[src/hw/rtl/efcc_pkg.sv]
// efcc_pkg: shared types and constants of the ethernet frame class counter
// used by efcc_rsp_if, efcc_parser and ethernet_frame_class_counter; depends on nothing
package efcc_pkg;

   // byte positions within an untagged frame
   localparam int unsigned POS_W = 6;
   localparam logic [POS_W-1:0] POS_MAX        = 6'd63;
   localparam logic [POS_W-1:0] POS_DEST_END   = 6'd6;
   localparam logic [POS_W-1:0] POS_ETYPE_HI   = 6'd12;
   localparam logic [POS_W-1:0] POS_ETYPE_LO   = 6'd13;
   localparam logic [POS_W-1:0] POS_PROTO      = 6'd23;
   localparam logic [POS_W-1:0] POS_SPORT_HI   = 6'd34;
   localparam logic [POS_W-1:0] POS_SPORT_LO   = 6'd35;
   localparam logic [POS_W-1:0] POS_DPORT_HI   = 6'd36;
   localparam logic [POS_W-1:0] POS_DPORT_LO   = 6'd37;

   // field values
   localparam logic [7:0]  BYTE_ONES    = 8'hFF;
   localparam logic [15:0] ETH_TYPE_MIN = 16'd1536;
   localparam logic [15:0] ETH_IP       = 16'h0800;
   localparam logic [15:0] ETH_ARP      = 16'h0806;
   localparam logic [7:0]  PROTO_ICMP   = 8'd1;
   localparam logic [7:0]  PROTO_TCP    = 8'd6;
   localparam logic [7:0]  PROTO_UDP    = 8'd17;
   localparam logic [15:0] PORT_DNS     = 16'd53;

   localparam int unsigned COUNT_W = 16;

   // class flags of one frame
   typedef struct packed {
      logic broadcast;
      logic ip;
      logic arp;
      logic icmp;
      logic tcp;
      logic dns;
   } class_flags_type;

   // running class counters
   typedef struct packed {
      logic [COUNT_W-1:0] broadcast;
      logic [COUNT_W-1:0] ip;
      logic [COUNT_W-1:0] arp;
      logic [COUNT_W-1:0] icmp;
      logic [COUNT_W-1:0] tcp;
      logic [COUNT_W-1:0] dns;
   } class_counts_type;

endpackage

[src/hw/rtl/efcc_if.sv]
// efcc_req_if and efcc_rsp_if: valid/ready channels of the frame class counter
// depends on efcc_pkg for the counter width
interface efcc_req_if;
   logic       valid;
   logic       ready;
   logic [7:0] frame_byte;
   logic       last_byte;

   modport source (output valid, output frame_byte, output last_byte, input ready);
   modport sink (input valid, input frame_byte, input last_byte, output ready);
endinterface

interface efcc_rsp_if;
   logic                        valid;
   logic                        ready;
   logic                        was_broadcast;
   logic                        was_ip;
   logic                        was_arp;
   logic                        was_icmp;
   logic                        was_tcp;
   logic                        was_dns;
   logic [efcc_pkg::COUNT_W-1:0] broadcast_total;
   logic [efcc_pkg::COUNT_W-1:0] ip_total;
   logic [efcc_pkg::COUNT_W-1:0] arp_total;
   logic [efcc_pkg::COUNT_W-1:0] icmp_total;
   logic [efcc_pkg::COUNT_W-1:0] tcp_total;
   logic [efcc_pkg::COUNT_W-1:0] dns_total;

   modport source (
      output valid, output was_broadcast, output was_ip, output was_arp,
      output was_icmp, output was_tcp, output was_dns,
      output broadcast_total, output ip_total, output arp_total,
      output icmp_total, output tcp_total, output dns_total,
      input ready
   );
   modport sink (
      input valid, input was_broadcast, input was_ip, input was_arp,
      input was_icmp, input was_tcp, input was_dns,
      input broadcast_total, input ip_total, input arp_total,
      input icmp_total, input tcp_total, input dns_total,
      output ready
   );
endinterface

[src/hw/rtl/efcc_parser.sv]
// efcc_parser: per-frame field capture and classification of the current byte
// depends on efcc_pkg for positions, field values and the flag struct
module efcc_parser (
   input  logic                      clock,
   input  logic                      reset,
   input  logic                      accept,
   input  logic [7:0]                frame_byte,
   input  logic                      last_byte,
   output efcc_pkg::class_flags_type flags
);

   logic [efcc_pkg::POS_W-1:0] pos_ff, pos_in;
   logic                       dest_ones_ff, dest_ones_in;
   logic [15:0]                etype_ff, etype_in;
   logic [7:0]                 proto_ff, proto_in;
   logic [15:0]                sport_ff, sport_in;
   logic [15:0]                dport_ff, dport_in;
   logic                       typed;

   // frame state as it stands once the current byte is taken in
   always_comb begin
      dest_ones_in = dest_ones_ff;
      etype_in     = etype_ff;
      proto_in     = proto_ff;
      sport_in     = sport_ff;
      dport_in     = dport_ff;
      if ((pos_ff < efcc_pkg::POS_DEST_END) && (frame_byte != efcc_pkg::BYTE_ONES)) begin
         dest_ones_in = 1'b0;
      end
      case (pos_ff)
         efcc_pkg::POS_ETYPE_HI: etype_in[15:8] = frame_byte;
         efcc_pkg::POS_ETYPE_LO: etype_in[7:0]  = frame_byte;
         efcc_pkg::POS_PROTO:    proto_in       = frame_byte;
         efcc_pkg::POS_SPORT_HI: sport_in[15:8] = frame_byte;
         efcc_pkg::POS_SPORT_LO: sport_in[7:0]  = frame_byte;
         efcc_pkg::POS_DPORT_HI: dport_in[15:8] = frame_byte;
         efcc_pkg::POS_DPORT_LO: dport_in[7:0]  = frame_byte;
         default: ;
      endcase
      pos_in = (pos_ff == efcc_pkg::POS_MAX) ? pos_ff : pos_ff + 6'd1;
   end

   // classification, meaningful on the last byte of a frame
   always_comb begin
      typed           = etype_in >= efcc_pkg::ETH_TYPE_MIN;
      flags.broadcast = dest_ones_in && (pos_in >= efcc_pkg::POS_DEST_END);
      flags.ip        = typed && (etype_in == efcc_pkg::ETH_IP);
      flags.arp       = typed && (etype_in == efcc_pkg::ETH_ARP);
      flags.icmp      = flags.ip && (proto_in == efcc_pkg::PROTO_ICMP);
      flags.tcp       = flags.ip && (proto_in == efcc_pkg::PROTO_TCP);
      flags.dns       = flags.ip && (proto_in == efcc_pkg::PROTO_UDP) &&
                        ((sport_in == efcc_pkg::PORT_DNS) || (dport_in == efcc_pkg::PORT_DNS));
   end

   // frame state, back to its start value on reset and after the last byte
   always_ff @(posedge clock) begin
      if (reset || (accept && last_byte)) begin
         pos_ff       <= '0;
         dest_ones_ff <= 1'b1;
         etype_ff     <= '0;
         proto_ff     <= '0;
         sport_ff     <= '0;
         dport_ff     <= '0;
      end else if (accept) begin
         pos_ff       <= pos_in;
         dest_ones_ff <= dest_ones_in;
         etype_ff     <= etype_in;
         proto_ff     <= proto_in;
         sport_ff     <= sport_in;
         dport_ff     <= dport_in;
      end
   end

endmodule

[src/hw/rtl/ethernet_frame_class_counter.sv]
// ethernet_frame_class_counter: top level of the frame classifier and counters
// depends on efcc_pkg, efcc_req_if, efcc_rsp_if and efcc_parser
//
// Usage
//   req_if carries one frame byte per transaction, first byte of the
//   destination address first, with last_byte set on the final byte.
//   rsp_if carries one transaction per frame: the six class flags of the
//   frame and the six running 16-bit class totals, which include that frame.
//   Latency: the result is valid in the cycle after the last byte is taken.
//   Throughput, unless stalled: one byte per cycle, set by the single output
//   register; a new frame may start in the cycle after the last byte.
//   Stall: while a result waits and rsp_if.ready is low, req_if.ready is low;
//   when the result is taken, a new byte is accepted in that same cycle.
//   Reset (synchronous, active high) clears the frame state, the totals and
//   the result valid flag; the first byte may be offered in the next cycle.
module ethernet_frame_class_counter (
   input  logic         clock,
   input  logic         reset,
   efcc_req_if.sink     req_if,
   efcc_rsp_if.source   rsp_if
);

   logic                       req_fire;
   logic                       load;
   efcc_pkg::class_flags_type  flags_now;
   efcc_pkg::class_flags_type  flags_ff;
   efcc_pkg::class_counts_type counts_ff, counts_in;
   logic                       rsp_valid_ff, rsp_valid_in;

   // handshake on the input side
   assign req_if.ready = !rsp_valid_ff || rsp_if.ready;
   assign req_fire     = req_if.valid && req_if.ready;
   assign load         = req_fire && req_if.last_byte;

   // field capture and classification
   efcc_parser u_parser (
      .clock      (clock),
      .reset      (reset),
      .accept     (req_fire),
      .frame_byte (req_if.frame_byte),
      .last_byte  (req_if.last_byte),
      .flags      (flags_now)
   );

   // counter next values
   always_comb begin
      counts_in.broadcast = counts_ff.broadcast + {15'd0, flags_now.broadcast};
      counts_in.ip        = counts_ff.ip + {15'd0, flags_now.ip};
      counts_in.arp       = counts_ff.arp + {15'd0, flags_now.arp};
      counts_in.icmp      = counts_ff.icmp + {15'd0, flags_now.icmp};
      counts_in.tcp       = counts_ff.tcp + {15'd0, flags_now.tcp};
      counts_in.dns       = counts_ff.dns + {15'd0, flags_now.dns};
   end

   // output valid
   always_comb begin
      if (load) begin
         rsp_valid_in = 1'b1;
      end else if (rsp_if.ready) begin
         rsp_valid_in = 1'b0;
      end else begin
         rsp_valid_in = rsp_valid_ff;
      end
   end

   // counters and output register
   always_ff @(posedge clock) begin
      if (reset) begin
         counts_ff    <= '0;
         rsp_valid_ff <= 1'b0;
      end else begin
         rsp_valid_ff <= rsp_valid_in;
         if (load) begin
            counts_ff <= counts_in;
         end
      end
   end

   always_ff @(posedge clock) begin
      if (load) begin
         flags_ff <= flags_now;
      end
   end

   // result transaction; totals change only when a new result is loaded
   assign rsp_if.valid           = rsp_valid_ff;
   assign rsp_if.was_broadcast   = flags_ff.broadcast;
   assign rsp_if.was_ip          = flags_ff.ip;
   assign rsp_if.was_arp         = flags_ff.arp;
   assign rsp_if.was_icmp        = flags_ff.icmp;
   assign rsp_if.was_tcp         = flags_ff.tcp;
   assign rsp_if.was_dns         = flags_ff.dns;
   assign rsp_if.broadcast_total = counts_ff.broadcast;
   assign rsp_if.ip_total        = counts_ff.ip;
   assign rsp_if.arp_total       = counts_ff.arp;
   assign rsp_if.icmp_total      = counts_ff.icmp;
   assign rsp_if.tcp_total       = counts_ff.tcp;
   assign rsp_if.dns_total       = counts_ff.dns;

`ifndef NO_ASSERTIONS
   // a last byte always leads to a result in the next cycle
   a_last_gives_result: assert property (@(posedge clock) disable iff (reset)
      load |=> rsp_valid_ff)
      else $error("no result after last byte");

   // a fresh result only ever follows a last byte
   a_result_from_last: assert property (@(posedge clock) disable iff (reset)
      $rose(rsp_valid_ff) |-> $past(load))
      else $error("result without last byte");

   // ip and arp are exclusive, and at most one ip sub-class is set
   a_class_exclusive: assert property (@(posedge clock) disable iff (reset)
      rsp_valid_ff |-> !(flags_ff.ip && flags_ff.arp) &&
                       $onehot0({flags_ff.icmp, flags_ff.tcp, flags_ff.dns}))
      else $error("conflicting class flags");

   // ip sub-classes need the ip flag
   a_sub_class_ip: assert property (@(posedge clock) disable iff (reset)
      rsp_valid_ff && (flags_ff.icmp || flags_ff.tcp || flags_ff.dns) |-> flags_ff.ip)
      else $error("ip sub-class without ip");

   // the ip total moves by exactly the ip flag of the loaded frame
   a_ip_count_step: assert property (@(posedge clock) disable iff (reset)
      load |=> counts_ff.ip == $past(counts_ff.ip) + {15'd0, flags_ff.ip})
      else $error("ip total out of step");
`endif

endmodule
[src/flat_wrapper.sv]
// flat-port wrapper written by rule: the top's interface ports become plain ports
module ethernet_frame_class_counter_flat 
  (clock, reset, req_if_valid, req_if_frame_byte, req_if_last_byte, req_if_ready, rsp_if_valid, rsp_if_was_broadcast, rsp_if_was_ip, rsp_if_was_arp, rsp_if_was_icmp, rsp_if_was_tcp, rsp_if_was_dns, rsp_if_broadcast_total, rsp_if_ip_total, rsp_if_arp_total, rsp_if_icmp_total, rsp_if_tcp_total, rsp_if_dns_total, rsp_if_ready);
  efcc_req_if req_if_i ();
  efcc_rsp_if rsp_if_i ();
  input  logic clock;
  input  logic reset;
  input wire logic [$bits(req_if_i.valid)-1:0] req_if_valid;
  input wire logic [$bits(req_if_i.frame_byte)-1:0] req_if_frame_byte;
  input wire logic [$bits(req_if_i.last_byte)-1:0] req_if_last_byte;
  output wire logic [$bits(req_if_i.ready)-1:0] req_if_ready;
  output wire logic [$bits(rsp_if_i.valid)-1:0] rsp_if_valid;
  output wire logic [$bits(rsp_if_i.was_broadcast)-1:0] rsp_if_was_broadcast;
  output wire logic [$bits(rsp_if_i.was_ip)-1:0] rsp_if_was_ip;
  output wire logic [$bits(rsp_if_i.was_arp)-1:0] rsp_if_was_arp;
  output wire logic [$bits(rsp_if_i.was_icmp)-1:0] rsp_if_was_icmp;
  output wire logic [$bits(rsp_if_i.was_tcp)-1:0] rsp_if_was_tcp;
  output wire logic [$bits(rsp_if_i.was_dns)-1:0] rsp_if_was_dns;
  output wire logic [$bits(rsp_if_i.broadcast_total)-1:0] rsp_if_broadcast_total;
  output wire logic [$bits(rsp_if_i.ip_total)-1:0] rsp_if_ip_total;
  output wire logic [$bits(rsp_if_i.arp_total)-1:0] rsp_if_arp_total;
  output wire logic [$bits(rsp_if_i.icmp_total)-1:0] rsp_if_icmp_total;
  output wire logic [$bits(rsp_if_i.tcp_total)-1:0] rsp_if_tcp_total;
  output wire logic [$bits(rsp_if_i.dns_total)-1:0] rsp_if_dns_total;
  input wire logic [$bits(rsp_if_i.ready)-1:0] rsp_if_ready;
  assign req_if_i.valid = req_if_valid;
  assign req_if_i.frame_byte = req_if_frame_byte;
  assign req_if_i.last_byte = req_if_last_byte;
  assign req_if_ready = req_if_i.ready;
  assign rsp_if_valid = rsp_if_i.valid;
  assign rsp_if_was_broadcast = rsp_if_i.was_broadcast;
  assign rsp_if_was_ip = rsp_if_i.was_ip;
  assign rsp_if_was_arp = rsp_if_i.was_arp;
  assign rsp_if_was_icmp = rsp_if_i.was_icmp;
  assign rsp_if_was_tcp = rsp_if_i.was_tcp;
  assign rsp_if_was_dns = rsp_if_i.was_dns;
  assign rsp_if_broadcast_total = rsp_if_i.broadcast_total;
  assign rsp_if_ip_total = rsp_if_i.ip_total;
  assign rsp_if_arp_total = rsp_if_i.arp_total;
  assign rsp_if_icmp_total = rsp_if_i.icmp_total;
  assign rsp_if_tcp_total = rsp_if_i.tcp_total;
  assign rsp_if_dns_total = rsp_if_i.dns_total;
  assign rsp_if_i.ready = rsp_if_ready;
  ethernet_frame_class_counter u_core (.clock(clock), .reset(reset), .req_if(req_if_i), .rsp_if(rsp_if_i));
endmodule
[config.mk]
export PLATFORM = sky130hd
export DESIGN_NAME = ethernet_frame_class_counter_flat
export DESIGN_NICKNAME = d
export VERILOG_FILES = /design/src/hw/rtl/efcc_pkg.sv /design/src/hw/rtl/efcc_if.sv /design/src/hw/rtl/efcc_parser.sv /design/src/hw/rtl/ethernet_frame_class_counter.sv /design/src/flat_wrapper.sv
export SDC_FILE = /design/constraint.sdc
export NUM_CORES = 1
export LEC_CHECK = 0
export BUFFER_PORTS_ARGS = -buffer_cell sky130_fd_sc_hd__buf_4
export CORE_MARGIN = 4
export CORE_UTILIZATION = 57
export DETAILED_ROUTE_END_ITERATION = 12
export PLACE_DENSITY_LB_ADDON = 0.25
export SETUP_SLACK_MARGIN = 0.4
export SLEW_MARGIN = 20
export SYNTH_ARGS = -nofsm -noshare
export SYNTH_HDL_FRONTEND = slang
export SYNTH_SLANG_ARGS = --single-unit
export TNS_END_PERCENT = 30
[constraint.sdc]
create_clock -name clock -period 3.7 [get_ports clock]
set_input_delay 0.74 -clock clock [delete_from_list [all_inputs] [get_ports clock]]
set_output_delay 0.74 -clock clock [all_outputs]
set_load 0.02 [all_outputs]
# After elaboration in Yosys (flattened, before gate mapping)
# Index checks and enable logic that the tools add are counted.
totals:
  reg_bits: 166
  out_inout_bits: 104
  wordCells: 71
classes:
  n_addsub: 7
  n_lt_le_gt_ge: 3
  n_eq_ne: 16
  n_mux: 11
  reduce_logical: 15
op_table:
  columns: ["cell", "count"]
  rows:
  - ["adder 16 x 1 -> 16 bit", 6]
  - ["2-to-1 mux 8 bit", 7]
  - ["equality test 16 x 12 -> 1 bit (second input constant)", 2]
  - ["equality test 16 x 6 -> 1 bit (second input constant)", 2]
  - ["equality test 6 bit (second input constant)", 5]
  - [">= comparator 16 x 11 -> 1 bit (second input constant)", 1]
  - ["equality test 6 x 4 -> 1 bit (second input constant)", 2]
  - ["logical AND 1 bit", 10]
  - ["equality test 8 x 1 -> 1 bit (second input constant)", 1]
  - ["equality test 8 x 3 -> 1 bit (second input constant)", 1]
  - ["equality test 8 x 5 -> 1 bit (second input constant)", 1]
  - ["!= test 8 bit (second input constant)", 1]
  - ["adder 6 x 1 -> 6 bit (second input constant)", 1]
  - ["equality test 6 x 5 -> 1 bit (second input constant)", 1]
  - [">= comparator 6 x 3 -> 1 bit (second input constant)", 1]
  - ["< comparator 6 x 3 -> 1 bit (second input constant)", 1]
  - ["2-to-1 mux 6 bit", 1]
  - ["logical OR 1 bit", 3]
  - ["2-to-1 mux 1 bit", 3]
  - ["nonzero test 2 bit", 1]
  - ["zero test 1 bit", 1]

# Depth between registers and ports, before layout
logic_depth:
  depth_word: 7
  depth_mapped: 14

# Cells and area by module
# A second synthesis with hierarchy kept.
unflattened:
  hier_cells: 908
  hier_area_um2: 7830.0
by_module_without_submodules:
  columns: ["mod", "instances", "cells_each", "area_each_um2", "seq_area_each_um2"]
  rows:
  - ["ethernet_frame_class_counter", 1, 560, 4808.4, 2122.0]
  - ["efcc_parser", 1, 348, 3021.6, 1261.2]

# Worst setup path after synthesis
# Ideal clock, no wire load.
synth_timing:
  path_type: "input -> register"
  start: "input port req_if_frame_byte[4]"
  end: "register u_core.counts_ff, in the netlist u_core.rsp_if.dns_total[12]"
  setup_time_ns: 0.128
  arrival_ns: 3.199
  t_required_ns: 3.572
  path_slack_ns: 0.373
  path_stages: 13
  cell_sequence: "clkbuf_1 -> nor4_1 -> nand4b_1 -> a211oi_1 -> nand4_1 -> a211oi_2 -> ha_1 -> ha_1 -> nand4_1 -> nor3_1 -> nand4_1 -> xor2_1 -> nor2_1"
synth_rtl:
  columns: ["item", "line", "source"]
  rows:
  - ["start: declaration", "flat_wrapper.sv:9", "input wire logic [$bits(req_if_i.frame_byte)-1:0] req_if_frame_byte;"]
  - ["end signal: assignment", "ethernet_frame_class_counter.sv:74", "counts_ff <= counts_in;"]
  - ["end: declaration", "ethernet_frame_class_counter.sv:27", "efcc_pkg::class_counts_type counts_ff, counts_in;"]

==> impl_metrics.ini <==
[outcome]
status = completed

[grt]
antenna_found_initial = 0
grt_overflow = 0
grt_first_pass_wirelength_um = 27900
grt_pass1_vias = 5827
grt_usage = 0.232
grt_max_degree = 98

[synthesis]
synth_edf_count = 6
ys.flop_type = dfxtp_1
yosysSeqAreaShare = 0.452
ys_seq_elements = 166
postSynthAreaPerCell_um2 = 8.86
yosysWarnings = 0
synth_area_mm2 = 0.00749
synth_area_leader_cell = dfxtp_1
synth_nets = 874
synth_top_area_frac = 0.428
synthDistinctLibCells = 61
synth_area_leaders = dfxtp_1 43%, mux2i_1 6.8%, nor2_1 6.3%, xnor2_1 4.7%, nand2_1 3.8%
syn_inst = 845
synthArstFlopShare = 0

[finish]
final_cell_mix = 154 x dfxtp_1, 134 x buf_4, 124 x nor2_1
diodes = 0
final_net_count = 984
mostFrequentLayoutCell = dfxtp_1
syn2layout_area_growth_pct = 23.2
fill_cells = 993
layout-drive-gt1-share = 0.206

[sta]
slew_violations = 0
hold_violations = 0
tightest_slew_ns = 0.984
max_slew_margin = 0.344
setup_tns_ns = 0
fmax_mhz = 305
finalSetupViolCount = 0
fin_crit_sh = 0.886
rsz0062_at_grt = yes
layout_min_cycle_time_ns = 3.28
skew_ns = 0.00829
holdWs_ns = 0.455

[clock_network]
cts_sinks = 166
ctsHoldBuffers = 0
h-tree-depth = 4
cts_tree = yes
root_buffer = clkbuf_16
clk-insertion-delay-late_ns = 0.43
cts_buffers = 17
clkSlewWorstSetupHoldPaths_ns = 0.06
cts_buffer_depth = 2

[route]
wl_met1_um = 7600
avgViaCountPerCell = 5.67
avgRoutedWirePerCell_um = 15.3
wirelength_um = 17400
met3_length_um = 1040
route.detailed.drc = 0
highest_layer = met4
ant_nets = 0
drt-initial-drc-count = 458
wl_met2_um = 8420
num_vias = 6453
first_pass_iters = 6

[setup_path]
end_kind = flop
cp-start-kind = flop
critPathCapture = u_core.rsp_if.dns_total[15]$_SDFFE_PP0P_
reg2reg_from = u_core.u_parser.dport_ff[8]$_SDFFE_PP0P_
worstPathMaxFanout = 7
critPathKind = flop to flop
setup.worst_path.start = u_core.u_parser.dport_ff[8]$_SDFFE_PP0P_
worstPathRequired_ns = 3.98
r2r_cells = 11
arrival_ns = 3.55
r2r-end = u_core.rsp_if.dns_total[15]$_SDFFE_PP0P_
rrSetupSlack_ns = 0.42

[floorplanning]
start_util = 0.589
die_y_um = 123
rows = 41
fp.dieArea_mm2 = 0.0150
pin_count = 117
coreArea_mm2 = 0.0127
die_w_um = 123

[power_and_ir_drop]
finalPower_mw = 3.68
powerDensity_mw_per_mm2 = 398
leakagePower_nw = 3.74
ir_drop_mv = 0.289

[placed_design]
routabilityCongestion = 0.859
dp_hpwl_um = 11600
port_buffers = 116

[worst_hold_path]
min_path_cells = 2
worstHoldPathType = flop to flop

[flow_run]
maxCapViolations = 0
## worst min path at each step
stage | from | endpoint
3_3_place_gp | u_core.u_parser.proto_ff[3]$_SDFFE_PP0P_ | u_core.u_parser.proto_ff[3]$_SDFFE_PP0P_
5_1_grt | u_core.u_parser.dest_ones_ff$_SDFFE_PP1P_ | u_core.u_parser.dest_ones_ff$_SDFFE_PP1P_
4_1_cts | u_core.u_parser.proto_ff[5]$_SDFFE_PP0P_ | u_core.u_parser.proto_ff[5]$_SDFFE_PP0P_
3_5_place_dp | u_core.u_parser.proto_ff[5]$_SDFFE_PP0P_ | u_core.u_parser.proto_ff[5]$_SDFFE_PP0P_
6_report | u_core.u_parser.proto_ff[7]$_SDFFE_PP0P_ | u_core.u_parser.proto_ff[7]$_SDFFE_PP0P_
2_1_floorplan | u_core.u_parser.dest_ones_ff$_SDFFE_PP1P_ | u_core.u_parser.dest_ones_ff$_SDFFE_PP1P_
## cell usage after synthesis, types with 6 or more instances
master / number
nor3_1: 27
a21oi_1: 44
nand2_1: 76
mux2i_1: 51
edfxtp_1: 6
nor2_1: 125
nand3_1: 36
xnor2_1: 40
xor2_1: 26
or3_1: 21
buf_2: 7
o21ai_0: 21
dfxtp_1: 160
inv_1: 17
nor4_1: 19
clkbuf_1: 31
and3_1: 12
nand4_1: 33
ha_1: 16
## report_power, final
part           internal [mW]  total [mW]  leakage [nW]  switching (mW)
Sequential              1.80        1.81          1.35         0.00484
Clock                   1.05        1.73         0.288           0.680
Combinational         0.0364       0.135          2.11          0.0981
Total                   2.89        3.68          3.74           0.783
## worst max-delay path, stage by stage, from the launching register on
cell      delay [ns]
dfxtp_1         0.31
or4_1           0.54
a211o_1         0.28
a211oi_1        0.30
nand4_1         0.20
a211oi_4        0.33
ha_2            0.25
buf_4           0.12
nand3_1         0.22
nor4_1          0.38
xnor2_1         0.16
nor2_1          0.05
## flip-flops by register name (all words and copies together) (netlist names), 6 cells and up
signal and cells:
u_core.rsp_if.dns_total 16, u_core.rsp_if.arp_total 16, u_core.u_parser.etype_ff 16, u_core.u_parser.pos_ff 6, u_core.rsp_if.tcp_total 16, u_core.u_parser.sport_ff 16, u_core.u_parser.dport_ff 16, u_core.rsp_if.broadcast_total 16
u_core.rsp_if.ip_total 16, u_core.u_parser.proto_ff 8, u_core.rsp_if.icmp_total 16
## per-layer routing
layer	global-route usage	vias to the layer above
li1	-	3201
met1	0.294	3035
met2	0.387	187
met3	0.0470	30
met4	0.0910	0
met5	0	-
## what timing repair did
| action | 4_1_cts | 5_1_grt |
|---|---|---|
| gates resized for setup | 8 | 24 |
| pin swaps | 3 | 11 |
| endpoints found under the setup margin | 18 | 32 |
| setup buffers | 2 | 2 |
## stage by stage
step	std cells	setup slack [ns]	area, um^2	util
6_report	1138	0.423	9230	0.725
5_1_grt	1138	0.273	9230	0.725
4_1_cts	1136	0.413	9110	0.716
3_5_place_dp	1104	0.238	8500	0.668
3_3_place_gp	1104	0.234	8500	0.668
2_1_floorplan	845	0.479	7490	-
## area by class of cell
cell class	count	area, um^2	share of cell area
clock buffers	22	484	0.0525
well taps	172	215	0.0233
flip-flops and latches	166	3400	0.368
multi-input cells	618	3960	0.429
clock inverters	8	97.6	0.0106
inverters	18	67.6	0.00732
repair buffers	134	1010	0.109
## cells by family after synthesis
kind of cell	after synthesis	share of synthesized area
simple gates	383	0.255
flops	166	0.452
compound gates	98	0.0815
xor+xnor	66	0.0772
buf+inv	61	0.0339
mux	54	0.0727
fa+ha+maj	17	0.0281
Power figures use the tool's default switching activity.
